`src/hdl/rpwn_pkg.sv`:
```
// Shared types and constants for the RC pulse width normalizer.
// Standalone package; every other file in hdl/ imports it.
package rpwn_pkg;

    localparam int TIME_W      = 16;
    localparam int LEVEL_W     = 17;
    localparam int ACTION_W    = 2;
    localparam int CFG_IDX_W   = 3;
    localparam int CFG_DATA_W  = 16;
    localparam int DIV_STEPS   = 16;
    localparam int STEP_CNT_W  = 4;
    localparam int QUEUE_DEPTH = 2;
    localparam int QUEUE_PTR_W = 1;
    localparam int QUEUE_CNT_W = 2;

    localparam logic [LEVEL_W-1:0] LEVEL_ONE = 17'h10000;

    localparam logic [TIME_W-1:0] RST_ACCEPT_LOW  = 16'd900;
    localparam logic [TIME_W-1:0] RST_ACCEPT_HIGH = 16'd2200;
    localparam logic [TIME_W-1:0] RST_RANGE_MIN   = 16'd1000;
    localparam logic [TIME_W-1:0] RST_RANGE_MAX   = 16'd2000;
    localparam logic [TIME_W-1:0] RST_TIMEOUT     = 16'd200;

    typedef enum logic [ACTION_W-1:0] {
        ACT_WIDTH  = 2'd0,
        ACT_PERIOD = 2'd1,
        ACT_TICK   = 2'd2
    } action_t;

    typedef enum logic [CFG_IDX_W-1:0] {
        CFG_ENABLED     = 3'd0,
        CFG_ACCEPT_LOW  = 3'd1,
        CFG_ACCEPT_HIGH = 3'd2,
        CFG_RANGE_MIN   = 3'd3,
        CFG_RANGE_MAX   = 3'd4,
        CFG_REVERSED    = 3'd5,
        CFG_TIMEOUT     = 3'd6
    } cfg_index_t;

    typedef struct packed {
        logic              enabled;
        logic [TIME_W-1:0] accept_low;
        logic [TIME_W-1:0] accept_high;
        logic [TIME_W-1:0] range_min;
        logic [TIME_W-1:0] range_max;
        logic              reversed;
        logic [TIME_W-1:0] timeout_ticks;
    } cfg_t;

    // Snapshot of the stored width and period after one request.
    typedef struct packed {
        logic [TIME_W-1:0] pulse_width;
        logic [TIME_W-1:0] period;
    } job_t;

    typedef enum logic [2:0] {
        BK_IDLE = 3'b001,
        BK_CALC = 3'b010,
        BK_OUT  = 3'b100
    } back_state_t;

endpackage

```
`src/hdl/rc_pulse_width_normalizer_top.sv`:
```
// Top level of the RC pulse width normalizer: configuration registers, front end,
// job queue and level unit. Depends on rpwn_pkg, rpwn_front, rpwn_queue, rpwn_back.
//
//   Channel   Direction  Handshake          Payload
//   s_        in         s_valid/s_ready    s_action, s_captured_time
//   m_        out        m_valid/m_ready    m_pulse_width, m_period, m_level
//   cfg_      in         cfg_wr_en          cfg_index, cfg_wdata
//
// A request updates the state in the cycle it is accepted; the level unit then
// takes the job in its idle state and, for a level strictly between 0 and 1, runs
// the divider, then shows the result; it takes no new job until that is taken.
// aresetn is synchronous and active low and restores the register defaults.
// A stalled result holds the level unit; the front end keeps accepting until the
// two-entry queue is full.
module rc_pulse_width_normalizer_top (
    input  logic                           aclk,
    input  logic                           aresetn,
    input  logic                           s_valid,
    output logic                           s_ready,
    input  logic [rpwn_pkg::ACTION_W-1:0]  s_action,
    input  logic [rpwn_pkg::TIME_W-1:0]    s_captured_time,
    output logic                           m_valid,
    input  logic                           m_ready,
    output logic [rpwn_pkg::TIME_W-1:0]    m_pulse_width,
    output logic [rpwn_pkg::TIME_W-1:0]    m_period,
    output logic [rpwn_pkg::LEVEL_W-1:0]   m_level,
    input  logic                           cfg_wr_en,
    input  logic [rpwn_pkg::CFG_IDX_W-1:0] cfg_index,
    input  logic [rpwn_pkg::CFG_DATA_W-1:0] cfg_wdata
);
    import rpwn_pkg::*;

    cfg_t cfg_reg, cfg_next;
    logic q_full;
    logic push;
    job_t push_job;
    logic pop;
    logic head_valid;
    job_t head_job;

    always_comb begin
        cfg_next = cfg_reg;
        if (cfg_wr_en) begin
            case (cfg_index)
                CFG_ENABLED:     cfg_next.enabled       = cfg_wdata[0];
                CFG_ACCEPT_LOW:  cfg_next.accept_low    = cfg_wdata;
                CFG_ACCEPT_HIGH: cfg_next.accept_high   = cfg_wdata;
                CFG_RANGE_MIN:   cfg_next.range_min     = cfg_wdata;
                CFG_RANGE_MAX:   cfg_next.range_max     = cfg_wdata;
                CFG_REVERSED:    cfg_next.reversed      = cfg_wdata[0];
                CFG_TIMEOUT:     cfg_next.timeout_ticks = cfg_wdata;
                default: begin
                end
            endcase
        end
    end

    always_ff @(posedge aclk) begin
        if (!aresetn) begin
            cfg_reg.enabled       <= 1'b0;
            cfg_reg.accept_low    <= RST_ACCEPT_LOW;
            cfg_reg.accept_high   <= RST_ACCEPT_HIGH;
            cfg_reg.range_min     <= RST_RANGE_MIN;
            cfg_reg.range_max     <= RST_RANGE_MAX;
            cfg_reg.reversed      <= 1'b0;
            cfg_reg.timeout_ticks <= RST_TIMEOUT;
        end else begin
            cfg_reg <= cfg_next;
        end
    end

    rpwn_front u_front (
        .aclk            (aclk),
        .aresetn         (aresetn),
        .cfg             (cfg_reg),
        .s_valid         (s_valid),
        .s_ready         (s_ready),
        .s_action        (s_action),
        .s_captured_time (s_captured_time),
        .q_full          (q_full),
        .push            (push),
        .push_job        (push_job)
    );

    rpwn_queue u_queue (
        .aclk       (aclk),
        .aresetn    (aresetn),
        .push       (push),
        .push_job   (push_job),
        .full       (q_full),
        .pop        (pop),
        .head_valid (head_valid),
        .head_job   (head_job)
    );

    rpwn_back u_back (
        .aclk          (aclk),
        .aresetn       (aresetn),
        .cfg           (cfg_reg),
        .head_valid    (head_valid),
        .head_job      (head_job),
        .pop           (pop),
        .m_valid       (m_valid),
        .m_ready       (m_ready),
        .m_pulse_width (m_pulse_width),
        .m_period      (m_period),
        .m_level       (m_level)
    );

endmodule

```
`src/hdl/rpwn_front.sv`:
```
// Front end: accepts requests, updates the width, period and loss timer state,
// and pushes a snapshot job into the queue. Depends on rpwn_pkg.
module rpwn_front (
    input  logic                           aclk,
    input  logic                           aresetn,
    input  rpwn_pkg::cfg_t                 cfg,
    input  logic                           s_valid,
    output logic                           s_ready,
    input  logic [rpwn_pkg::ACTION_W-1:0]  s_action,
    input  logic [rpwn_pkg::TIME_W-1:0]    s_captured_time,
    input  logic                           q_full,
    output logic                           push,
    output rpwn_pkg::job_t                 push_job
);
    import rpwn_pkg::*;

    logic [TIME_W-1:0] width_reg, width_next;
    logic [TIME_W-1:0] period_reg, period_next;
    logic [TIME_W-1:0] count_reg, count_next;
    logic              armed_reg, armed_next;
    logic              accept;

    assign s_ready = !q_full;
    assign accept  = s_valid && !q_full;
    assign push    = accept;

    always_comb begin
        width_next  = width_reg;
        period_next = period_reg;
        count_next  = count_reg;
        armed_next  = armed_reg;
        if (accept) begin
            case (s_action)
                ACT_WIDTH: begin
                    if (s_captured_time > cfg.accept_low && s_captured_time < cfg.accept_high) begin
                        width_next = s_captured_time;
                    end
                    // Any width event re-arms the timer, accepted or not.
                    count_next = cfg.timeout_ticks;
                    armed_next = 1'b1;
                end
                ACT_PERIOD: begin
                    period_next = s_captured_time;
                end
                ACT_TICK: begin
                    if (armed_reg) begin
                        if (count_reg <= 16'd1) begin
                            count_next = '0;
                            armed_next = 1'b0;
                            width_next = '0;
                        end else begin
                            count_next = count_reg - 16'd1;
                        end
                    end
                end
                default: begin
                end
            endcase
        end
    end

    assign push_job.pulse_width = width_next;
    assign push_job.period      = period_next;

    always_ff @(posedge aclk) begin
        if (!aresetn) begin
            width_reg  <= '0;
            period_reg <= '0;
            count_reg  <= '0;
            armed_reg  <= 1'b0;
        end else begin
            width_reg  <= width_next;
            period_reg <= period_next;
            count_reg  <= count_next;
            armed_reg  <= armed_next;
        end
    end

endmodule

```
`src/hdl/rpwn_queue.sv`:
```
// Two-entry job queue between the front end and the level unit.
// Depends on rpwn_pkg.
module rpwn_queue (
    input  logic           aclk,
    input  logic           aresetn,
    input  logic           push,
    input  rpwn_pkg::job_t push_job,
    output logic           full,
    input  logic           pop,
    output logic           head_valid,
    output rpwn_pkg::job_t head_job
);
    import rpwn_pkg::*;

    job_t                   entry_reg [QUEUE_DEPTH];
    logic [QUEUE_PTR_W-1:0] wr_ptr_reg, wr_ptr_next;
    logic [QUEUE_PTR_W-1:0] rd_ptr_reg, rd_ptr_next;
    logic [QUEUE_CNT_W-1:0] count_reg, count_next;

    assign full       = (count_reg == QUEUE_CNT_W'(QUEUE_DEPTH));
    assign head_valid = (count_reg != '0);
    assign head_job   = entry_reg[rd_ptr_reg];

    always_comb begin
        wr_ptr_next = push ? wr_ptr_reg + 1'b1 : wr_ptr_reg;
        rd_ptr_next = pop ? rd_ptr_reg + 1'b1 : rd_ptr_reg;
        count_next  = count_reg;
        if (push && !pop) begin
            count_next = count_reg + 1'b1;
        end else if (pop && !push) begin
            count_next = count_reg - 1'b1;
        end
    end

    always_ff @(posedge aclk) begin
        if (!aresetn) begin
            wr_ptr_reg <= '0;
            rd_ptr_reg <= '0;
            count_reg  <= '0;
        end else begin
            wr_ptr_reg <= wr_ptr_next;
            rd_ptr_reg <= rd_ptr_next;
            count_reg  <= count_next;
        end
    end

    always_ff @(posedge aclk) begin
        if (push) begin
            entry_reg[wr_ptr_reg] <= push_job;
        end
    end

endmodule

```
`src/hdl/rpwn_back.sv`:
```
// Back end: takes jobs from the queue, works out the normalized level with a
// bit-per-cycle restoring divider and holds the result. Depends on rpwn_pkg.
module rpwn_back (
    input  logic                          aclk,
    input  logic                          aresetn,
    input  rpwn_pkg::cfg_t                cfg,
    input  logic                          head_valid,
    input  rpwn_pkg::job_t                head_job,
    output logic                          pop,
    output logic                          m_valid,
    input  logic                          m_ready,
    output logic [rpwn_pkg::TIME_W-1:0]   m_pulse_width,
    output logic [rpwn_pkg::TIME_W-1:0]   m_period,
    output logic [rpwn_pkg::LEVEL_W-1:0]  m_level
);
    import rpwn_pkg::*;

    back_state_t           state_reg, state_next;
    logic [TIME_W-1:0]     rem_reg, rem_next;
    logic [TIME_W-1:0]     span_reg, span_next;
    logic [TIME_W-1:0]     quot_reg, quot_next;
    logic [STEP_CNT_W-1:0] cnt_reg, cnt_next;
    logic [TIME_W-1:0]     pulse_reg, pulse_next;
    logic [TIME_W-1:0]     period_reg, period_next;
    logic [LEVEL_W-1:0]    level_reg, level_next;

    logic [TIME_W-1:0]     w;
    logic [TIME_W-1:0]     span;
    logic [TIME_W-1:0]     num;
    logic                  range_ok;
    logic                  below;
    logic [TIME_W:0]       rem_dbl;
    logic [TIME_W:0]       rem_diff;
    logic                  ge;

    assign w        = head_job.pulse_width;
    assign range_ok = cfg.range_max > cfg.range_min;
    assign span     = cfg.range_max - cfg.range_min;
    assign below    = cfg.reversed ? (w >= cfg.range_max) : (w <= cfg.range_min);
    assign num      = cfg.reversed ? (cfg.range_max - w) : (w - cfg.range_min);

    // The remainder stays below the span, so doubling it fits in one extra bit.
    assign rem_dbl  = {rem_reg, 1'b0};
    assign rem_diff = rem_dbl - {1'b0, span_reg};
    assign ge       = rem_dbl >= {1'b0, span_reg};

    assign pop     = (state_reg == BK_IDLE) && head_valid;
    assign m_valid = (state_reg == BK_OUT);
    assign m_pulse_width = pulse_reg;
    assign m_period      = period_reg;
    assign m_level       = level_reg;

    always_comb begin
        state_next  = state_reg;
        rem_next    = rem_reg;
        span_next   = span_reg;
        quot_next   = quot_reg;
        cnt_next    = cnt_reg;
        pulse_next  = pulse_reg;
        period_next = period_reg;
        level_next  = level_reg;
        case (state_reg)
            BK_IDLE: begin
                if (head_valid) begin
                    period_next = head_job.period;
                    pulse_next  = cfg.enabled ? w : '0;
                    if (!cfg.enabled || !range_ok || below) begin
                        level_next = '0;
                        state_next = BK_OUT;
                    end else if (num >= span) begin
                        level_next = LEVEL_ONE;
                        state_next = BK_OUT;
                    end else begin
                        rem_next   = num;
                        span_next  = span;
                        quot_next  = '0;
                        cnt_next   = '0;
                        state_next = BK_CALC;
                    end
                end
            end
            BK_CALC: begin
                rem_next  = ge ? rem_diff[TIME_W-1:0] : rem_dbl[TIME_W-1:0];
                quot_next = {quot_reg[TIME_W-2:0], ge};
                cnt_next  = cnt_reg + 1'b1;
                if (cnt_reg == STEP_CNT_W'(DIV_STEPS - 1)) begin
                    level_next = {1'b0, quot_reg[TIME_W-2:0], ge};
                    state_next = BK_OUT;
                end
            end
            BK_OUT: begin
                if (m_ready) begin
                    state_next = BK_IDLE;
                end
            end
            default: begin
                state_next = BK_IDLE;
            end
        endcase
    end

    always_ff @(posedge aclk) begin
        if (!aresetn) begin
            state_reg <= BK_IDLE;
        end else begin
            state_reg <= state_next;
        end
    end

    always_ff @(posedge aclk) begin
        rem_reg    <= rem_next;
        span_reg   <= span_next;
        quot_reg   <= quot_next;
        cnt_reg    <= cnt_next;
        pulse_reg  <= pulse_next;
        period_reg <= period_next;
        level_reg  <= level_next;
    end

endmodule
```
`config.mk`:
```
export PLATFORM = sky130hd
export DESIGN_NAME = rc_pulse_width_normalizer_top
export DESIGN_NICKNAME = d
export VERILOG_FILES = /design/src/hdl/rpwn_pkg.sv /design/src/hdl/rc_pulse_width_normalizer_top.sv /design/src/hdl/rpwn_front.sv /design/src/hdl/rpwn_queue.sv /design/src/hdl/rpwn_back.sv
export SDC_FILE = /design/constraint.sdc
export NUM_CORES = 1
export LEC_CHECK = 0
export BUFFER_PORTS_ARGS = -buffer_cell sky130_fd_sc_hd__buf_2
export CAP_MARGIN = 20
export CELL_PAD_IN_SITES_DETAIL_PLACEMENT = 1
export CELL_PAD_IN_SITES_GLOBAL_PLACEMENT = 1
export CORE_ASPECT_RATIO = 1.5
export CORE_MARGIN = 10
export CORE_UTILIZATION = 40
export DETAILED_ROUTE_END_ITERATION = 16
export MAX_ROUTING_LAYER = met4
export PLACE_DENSITY_LB_ADDON = 0.1
export SYNTH_ARGS = -nofsm -noshare
export SYNTH_HDL_FRONTEND = slang
export SYNTH_SLANG_ARGS = --single-unit
```
`constraint.sdc`:
```
create_clock -name aclk -period 16.35 [get_ports aclk]
set_input_delay 3.27 -clock aclk [delete_from_list [all_inputs] [get_ports aclk]]
set_output_delay 3.27 -clock aclk [all_outputs]
set_load 0.05 [all_outputs]
```
==> results.yml, run 1 <==
sta:
  slew-limit-headroom: 0.277
  setup_viol: 0
  grt_setup_unrepaired: "no"
  fmax_ghz: 0.149
  worstMarginPinSlew_ns: 1.08
  fin_crit_sh: 0.410
  fin_skew_ns: 0.0278
  tns_ns: 0
  finalMaxSlewViolations: 0
  hold_viol: 0
  hold_ws_ns: 0.467
  period_minus_slack_ns: 6.70
global_routing:
  grt_antenna_before_repair: 2
  grt_pass1_wl_mm: 75.9
  track_usage: 0.193
  grt_overflow: 0
  grt_max_degree: 78
  grt_pass1_vias: 13500
placement:
  hpwl_mm: 37.2
  dp_cells: 2281
  routabilityCongestion: 0.890
  place_area_sq_um: 17700
  portBuffers: 92
setup_path:
  reg2reg_depth: 18
  path_cells: "mux2i_1, inv_1, ha_1, a2111o_1, a31o_1, a31oi_4, o221ai_2, o41ai_4, xor2_1, mux2i_1, ha_1, a21o_1, a21oi_1, and3_1, a21oi_1, nor3_2, or2_1, buf_4"
  start_kind: "flip-flop"
  path_buf_inv: 2
  worst-endpoint-required_ns: 16.62
  cp_slowest_cell: "dfxtp_2"
  critPathMaxFanout: 32
  end_kind: "flip-flop"
  arrival_ns: 6.97
  path_class: "flip-flop to flip-flop"
  cpPeakStageDelay_ns: 0.98
  crit_cells: 18
  critical-path-top-delay-family: "compound AO/OA/AOI/OAI gates"
clock_network:
  clock-sinks: 303
  cts_resized: 0
  clockBufferDepth: 3
  hold_buffers: 0
  cts_tree: "built"
  postCtsSetupRepairBufs: 0
  cts.clk_slew.worst_paths_ns: 0.07
  root_buffer: "clkbuf_16"
  htree_levels: 1
  cts_buffers: 30
  clkLatencyLatePin_ns: 0.60
die:
  die_w_um: 187
  fp-row-count: 91
  dieArea_sq_um: 50300
  io_pins: 93
  die_h_um: 270
  core_sq_um: 41100
  start_util: 0.405
cells_and_area:
  seq_area_sq_um: 7710
  instances_no_fill: 2340
  final_util: 0.455
  nets: 1919
  final_area_sq_um: 18700
  largest_reg_flops: 82
  multi_input_area_sq_um: 8250
  area_growth_pct: 12.5
  num-fill-cells: 4597
  drive_above_1_share: 0.129
yosys:
  synthCells: 1687
  synth_area_sq_um: 16600
  ys_top_cells_by_area: "edfxtp_1 30%, dfxtp_1 17%, ha_1 8.8%"
  ys.flop_type: "edfxtp_1"
  ys_seq_elements: 303
  synth_area_per_cell_sq_um: 9.86
  ys_seq_area_frac: 0.463
  syn_nets: 1850
  synth_largest_area_cell: "edfxtp_1"
  yosys_warnings: 0
  synth_edf_count: 164
  async_flop_share: 0
  yosysUniqueCellTypes: 82
  synthDominantCellAreaShare: 0.296
drt:
  drtIter0Drc: 414
  drtAntennaViolNets: 0
  wirelength_mm: 48.4
  vias_per_cell: 5.37
  first_pass_iters: 6
  post_drt_wl_per_cell_um: 20.7
  vias: 12600
  drc_errors: 0
power:
  vdd_drop_max_mv: 0.101
  power_per_cell_area_nw_per_um2: 139
  leakage_nw: 7.27
job:
  cap_violations: 0
run_status:
  status: "finished, final reports clean"
hold_path:
  hold_path.class: "flip-flop to flip-flop"
  worstHoldPathCells: 2
-- worst min-delay path, delay by kind of cell (launching register included) --
kind,cells,cell delay [ns]
compound gates,1,0.06
flops,1,0.31
simple gates,1,0.05
-- metal layers --
layer | global-route usage | share of wire
met3 | 0.0203 | 0.024
met2 | 0.376 | 0.56
met1 | 0.194 | 0.38
met4 | 0.0691 | 0.036
met5 | - | 0
-- cells in the final DEF, fill, tap and decap left out, types with 8 or more instances in the layout --
cell type,count
nor2b_1,43
a221o_1,13
a211oi_1,10
o211ai_1,44
a21oi_1,69
nor2_1,80
and3_1,8
dfxtp_1,138
o21a_1,11
or3_1,12
a21boi_0,60
inv_1,114
mux2_2,43
clkbuf_16,30
edfxtp_1,164
ha_1,117
mux2i_1,27
a21o_1,29
xor2_1,21
o21ai_0,59
nand4_1,29
buf_2,91
nor3_1,21
nand2_1,242
and2_1,44
buf_4,18
xnor2_1,36
nand3_1,39
nand2b_1,17
-- where the power goes --
part / leakage [nW] / internal, mW / switching, mW
Combinational: 4.12 / 0.279 / 0.612
Clock: 0.504 / 0.417 / 0.309
Sequential: 2.65 / 0.937 / 0.0471
Total: 7.27 / 1.63 / 0.968
-- cells by family (layout without fill, tap and decap cells) --
logic type	count (synthesis)	after routing	synth area share
DFF	303	303	0.463
buffers and inverters	186	279	0.0424
adders and majority gates	121	121	0.0928
muxes	70	70	0.0453
AOI/OAI and AO/OA	384	384	0.164
xor gates and xnor gates	58	58	0.0310
other	0	2	0
and+or+nand+nor	565	565	0.161
-- Yosys cell counts (8+ instances only) --
| cell type | instances |
|---|---|
| o21a_1 | 11 |
| ha_1 | 117 |
| nand4_1 | 29 |
| a21o_1 | 29 |
| nand2_1 | 242 |
| clkbuf_1 | 65 |
| or3_1 | 12 |
| nor2b_1 | 43 |
| mux2i_1 | 27 |
| o21ai_0 | 60 |
| a221o_1 | 13 |
| dfxtp_1 | 139 |
| and2_1 | 44 |
| edfxtp_1 | 164 |
| xor2_1 | 21 |
| and3_1 | 8 |
| mux2_2 | 43 |
| nand2b_1 | 17 |
| a21boi_0 | 60 |
| nor3_1 | 22 |
| xnor2_1 | 36 |
| inv_1 | 114 |
| o211ai_1 | 44 |
| a21oi_1 | 69 |
| nor2_1 | 83 |
| a211oi_1 | 10 |
| nand3_1 | 39 |
-- worst paths after layout --
kind,startpoint,to,slack (ns)
worst min register to register,cfg_reg[14]$_SDFFE_PN0P_,cfg_reg[14]$_SDFFE_PN0P_,0.47
worst min-delay path,cfg_reg[14]$_SDFFE_PN0P_,cfg_reg[14]$_SDFFE_PN0P_,0.47
worst max-delay path,flip-flop,u_back.rem_reg[3]$_DFFE_PP_,9.65
worst max register to register,flip-flop,u_back.rem_reg[3]$_DFFE_PP_,9.65
-- stage by stage --
stage / setup slack, ns / power, mW
after floorplan: 9.65 / 1.64
after global placement: 9.94 / 1.88
after detailed placement: 9.72 / 1.90
after CTS: 9.68 / 2.64
after global routing: 9.23 / 2.74
final: 9.65 / 2.60
-- layout make-up --
type                    count  area share
diodes                      2    0.000267
clock buffers              37      0.0432
clock inverters            19      0.0126
inverters                 114      0.0229
multi-input cells        1198       0.441
flip-flops and latches    303       0.412
well taps                 558      0.0373
repair buffers            109      0.0315
(Power assumes the default switching activity.)
==> run 2: changes to the inputs <==
Clock period 16.35 ns to 5.7 ns, I/O delays scaled along.
==> run 2 against run 1 <==
Compared with the run above: fmax is 33% higher; global-route usage increased by 0.94 points; design area increased by 1.0%; utilization up 0.45 points; wire length grew 3.6%; clock power grew to 3.2 times the previous value; first-iteration DRC count up 41%; sequential cell count is the same; total power grew to 3.0 times the previous value; critical path type unchanged; critical endpoint is now u_back.m_level[5]$_SDFFCE_PN0P_; highest routed layer unchanged.
==> results.yml, run 2 (synthesis results as in run 1) <==
sta:
  finalMaxSlewViolations: 0
  period_minus_slack_ns: 5.05
  worstMarginPinSlew_ns: 1.08
  fmax_ghz: 0.198
  hold_viol: 0
  fin_skew_ns: 0.0213
  setup_viol: 0
  slew-limit-headroom: 0.280
  hold_ws_ns: 0.468
  fin_crit_sh: 0.887
  tns_ns: 0
  grt_setup_unrepaired: "no"
cells_and_area:
  largest_reg_flops: 82
  drive_above_1_share: 0.134
  final_cell_mix: "242 x nand2_1, 164 x edfxtp_1, 138 x dfxtp_1"
  area_growth_pct: 13.6
  instances_no_fill: 2348
  num-fill-cells: 4605
  final_area_sq_um: 18900
  layout_commonest_cell: "nand2_1"
  nets: 1926
clock_network:
  cts_resized: 0
  clkLatencyLatePin_ns: 0.55
  hold_buffers: 0
  cts_tree: "built"
  root_buffer: "clkbuf_16"
  cts_buffers: 34
  cts.clk_slew.worst_paths_ns: 0.06
  htree_levels: 2
  postCtsSetupRepairBufs: 0
  clock-sinks: 303
  clockBufferDepth: 3
setup_path:
  worst-endpoint-required_ns: 5.92
  cpPeakStageDelay_ns: 0.56
  path_class: "flip-flop to flip-flop"
  end_kind: "flip-flop"
  path_cells: "mux2i_1, inv_1, ha_1, a2111o_1, a31o_1, a31oi_4, o221ai_2, o41ai_4, xor2_1, mux2i_1, ha_1, a21o_1, a21oi_1, and3_1, a21oi_1, nor2_1, o22ai_2, buf_4"
  r2r_slack_ns: 0.65
  reg2reg_depth: 18
  r2r-end: "u_back.m_level[5]$_SDFFCE_PN0P_"
  arrival_ns: 5.27
  start_kind: "flip-flop"
  cp_slowest_cell: "dfxtp_2"
  critPathMaxFanout: 17
hold_path:
  hold_path.class: "flip-flop to flip-flop"
  hold_path_end: "cfg_reg[44]$_SDFFE_PN0P_"
  worstHoldPathCells: 2
  hp-start: "cfg_reg[44]$_SDFFE_PN0P_"
drt:
  drtIter0Drc: 585
  vias: 12700
  vias_per_cell: 5.42
  wirelength_mm: 50.2
  first_pass_iters: 4
  drtAntennaViolNets: 0
  drc_errors: 0
  post_drt_wl_per_cell_um: 21.4
power:
  leakage_nw: 7.37
  power_per_cell_area_nw_per_um2: 407
  p_total_mw: 7.69
  vdd_drop_max_mv: 0.256
run_status:
  status: "finished, final reports clean"
global_routing:
  grt_pass1_vias: 13800
  grt_antenna_before_repair: 1
  track_usage: 0.203
  grt_max_degree: 105
  grt_pass1_wl_mm: 78.8
  grt_overflow: 0
placement:
  routabilityCongestion: 0.920
  hpwl_mm: 38.5
  dp_cells: 2285
  place_area_sq_um: 17700
  portBuffers: 92
job:
  cap_violations: 0
die:
  io_pins: 93
  die_w_um: 187
  die_h_um: 270
  dieArea_sq_um: 50300
  start_util: 0.405
  core_sq_um: 41100
  fp-row-count: 91
run 2: power breakdown:
part	switching (mW)	leakage, nW	internal (mW)
clock	0.940	0.579	1.35
combinational	1.79	4.15	0.813
sequential	0.115	2.65	2.69
run 2: critical path: cells and delay by family (launching register included):
family / cells / cell delay, ns
xor+xnor: 1 / 0.18
mux: 2 / 0.54
simple gates: 2 / 0.29
compound gates: 9 / 2.06
flops: 1 / 0.56
fa+ha+maj: 2 / 0.72
buf+inv: 2 / 0.39
run 2: metrics by stage:
stage	utilization	setup slack (ns)
detailed placement	0.431	0.634
global placement	0.431	0.743
finish	0.460	0.646
global route	0.460	0.164
CTS	0.460	0.596
floorplan	-	0.0503
run 2: per-layer routing:
layer  up-vias  wire length (um)  track usage
met1      6289             19100        0.202
met2       153             27800        0.387
li1       6198                 -            -
met5         -                 0            -
met3        94               950       0.0211
met4         0              2350       0.0928
run 2: cell type report:
type	instances	area [sq um]	share of cell area
tap	558	698	0.0369
clock buffer	46	968	0.0512
timing repair buffer	112	629	0.0333
sequential	303	7710	0.408
antenna	1	2.50	0.000132
inverter	114	428	0.0226
clock inverter	16	215	0.0114
multi-input combinational	1198	8260	0.437
run 2: how the worst max path moves through the flow:
stage	startpoint	end	depth (start not counted)
after floorplan	flip-flop	u_back.cnt_reg[0]$_SDFFCE_PN0P_	19
after global placement	flip-flop	u_back.rem_reg[3]$_DFFE_PP_	18
after detailed placement	flip-flop	u_back.m_level[2]$_SDFFCE_PN0P_	18
after CTS	flip-flop	u_back.m_level[5]$_SDFFCE_PN0P_	18
after global routing	flip-flop	u_back.rem_reg[0]$_DFFE_PP_	20
final	flip-flop	u_back.m_level[5]$_SDFFCE_PN0P_	18
==> run 3: changes to the inputs <==
Clock period 5.7 ns to 6 ns, I/O delays scaled along.
==> run 3 against run 2 <==
Compared with the run above: sequential cell count unchanged; die area unchanged; final cell count decreased by 0.13%; design area decreased by 0.65%; global-route usage decreased by 0.32 points; sequential power decreased by 5%; critical path depth unchanged; first-iteration DRC count decreased by 6.5%; worst setup slack improved by 0.089 ns; register-to-register slack improved by 0.09 ns; via count decreased by 0.15%; critical path type unchanged; largest cell class unchanged; largest power group unchanged; highest routed layer unchanged.
==> results.yml, run 3 (synthesis results as in run 1) <==
drt:
  drtAntennaViolNets: 0
  m1WireLength_mm: 18.6
  top_layer_used: "met4"
  vias: 12700
  wl_met3_mm: 1.14
  vias_per_cell: 5.42
  first_pass_iters: 5
  drtIter0Drc: 547
  drc_errors: 0
  post_drt_wl_per_cell_um: 21.2
  wirelength_mm: 49.7
  wl_met2_mm: 27.6
clock_network:
  clkLatencyLatePin_ns: 0.59
  cts_buffers: 31
  root_buffer: "clkbuf_16"
  postCtsSetupRepairBufs: 0
  clockBufferDepth: 3
  htree_levels: 1
  cts.clk_slew.worst_paths_ns: 0.06
  cts_tree: "built"
  cts_resized: 0
  hold_buffers: 0
  clock-sinks: 303
sta:
  fmax_ghz: 0.190
  setup_viol: 0
  grt_setup_unrepaired: "no"
  fin_crit_sh: 0.878
  hold_ws_ns: 0.467
  finalMaxSlewViolations: 0
  tns_ns: 0
  slew-limit-headroom: 0.378
  fin_skew_ns: 0.0125
  period_minus_slack_ns: 5.27
  hold_viol: 0
  fin_ws_ns: 0.735
  worstMarginPinSlew_ns: 0.931
die:
  io_pins: 93
  die_h_um: 270
  fp-row-count: 91
  dieArea_sq_um: 50300
  core_sq_um: 41100
  start_util: 0.405
  die_w_um: 187
setup_path:
  reg2reg_depth: 18
  end_kind: "flip-flop"
  worst-endpoint-required_ns: 6.30
  arrival_ns: 5.56
  start_kind: "flip-flop"
  r2r_slack_ns: 0.73
  path_class: "flip-flop to flip-flop"
  cpPeakStageDelay_ns: 0.48
  cp_slowest_cell: "dfxtp_2"
  path_cells: "mux2i_1, inv_1, ha_1, a2111o_1, o211a_1, o21a_1, o41ai_2, xnor2_1, o211ai_1, ha_1, a21o_1, a21o_1, a21oi_1, and3_1, a21oi_1, nor3_2, or2_2, buf_12"
  r2r-end: "u_back.quot_reg[10]$_SDFFCE_PN0P_"
  critPathMaxFanout: 19
cells_and_area:
  final_area_sq_um: 18800
  num-fill-cells: 4623
  layout_commonest_cell: "nand2_1"
  drive_above_1_share: 0.131
  area_growth_pct: 12.9
  final_util: 0.457
  multi_input_area_sq_um: 8250
  nets: 1924
  instances_no_fill: 2345
  largest_reg_flops: 82
  final_cell_mix: "242 x nand2_1, 164 x edfxtp_1, 138 x dfxtp_1"
  seq_area_sq_um: 7710
global_routing:
  grt_overflow: 0
  track_usage: 0.200
  grt_pass1_vias: 13800
  grt_max_degree: 99
  grt_antenna_before_repair: 1
  grt_pass1_wl_mm: 77.8
power:
  power_per_cell_area_nw_per_um2: 381
  swShare: 0.371
  vdd_drop_max_mv: 0.231
  pwr-share-clk: 0.284
  p_total_mw: 7.15
  combPwrFrac: 0.345
  intPower_mw: 4.50
  leakage_nw: 7.30
  switchingPower_mw: 2.65
  power_frac_seq: 0.371
placement:
  place_area_sq_um: 17700
  portBuffers: 92
  pre_cts_ws_ns: 0.698
  dp_cells: 2285
  routabilityCongestion: 0.879
  hpwl_mm: 38.3
hold_path:
  hold_path.class: "flip-flop to flip-flop"
  hold_path_end: "cfg_reg[77]$_SDFFE_PN0P_"
  hp-start: "cfg_reg[77]$_SDFFE_PN0P_"
  worstHoldPathCells: 2
job:
  cap_violations: 0
run_status:
  status: "finished, final reports clean"
## run 3: cell count changes in the layout (fill, tap and decap cells not counted), moves of 2 or more
cell / before / now
clkbuf_8: 5 / 0
bufinv_16: 3 / 5
clkinvlp_2: 0 / 2
clkinv_8: 2 / 0
clkinv_1: 1 / 3
clkinvlp_4: 1 / 3
clkinv_4: 3 / 0
inv_6: 0 / 2
clkbuf_16: 35 / 31
## run 3: final cells by class
cell class,instances,share of cell area
diodes,1,0.000133
clock buffers,37,0.0425
clock inverters,21,0.0140
inverters,114,0.0228
multi-input cells,1198,0.439
flip-flops and latches,303,0.410
well taps,558,0.0372
repair buffers,113,0.0339
## run 3: how the worst max path moves through the flow
stage,to,depth (start not counted)
2_1_floorplan,u_back.cnt_reg[0]$_SDFFCE_PN0P_,19
3_3_place_gp,u_back.quot_reg[8]$_SDFFCE_PN0P_,20
3_5_place_dp,u_back.quot_reg[7]$_SDFFCE_PN0P_,18
4_1_cts,u_back.quot_reg[13]$_SDFFCE_PN0P_,18
5_1_grt,u_back.quot_reg[13]$_SDFFCE_PN0P_,18
6_report,u_back.quot_reg[10]$_SDFFCE_PN0P_,18
## run 3: layer usage
| metal | track usage | up-vias |
|---|---|---|
| met5 | - | - |
| met4 | 0.0862 | 0 |
| met3 | 0.0191 | 94 |
| met2 | 0.387 | 167 |
| met1 | 0.197 | 6262 |
| li1 | - | 6192 |
## run 3: critical path, delay by kind of cell (launching register included)
| kind | cells | cell delay, ns |
|---|---|---|
| compound gates | 9 | 2.07 |
| simple gates | 3 | 0.83 |
| fa+ha+maj | 2 | 0.70 |
| flops | 1 | 0.48 |
| mux | 1 | 0.40 |
| buf+inv | 2 | 0.34 |
| xor+xnor | 1 | 0.11 |
## run 3: power groups by stage
stage	sequential [mW]	clock, mW	combinational, mW
floorplan	3.24	0	1.24
global placement	2.69	0	2.46
detailed placement	2.70	0	2.50
CTS	2.66	2.08	2.51
global route	2.68	2.16	2.69
finish	2.65	2.03	2.47
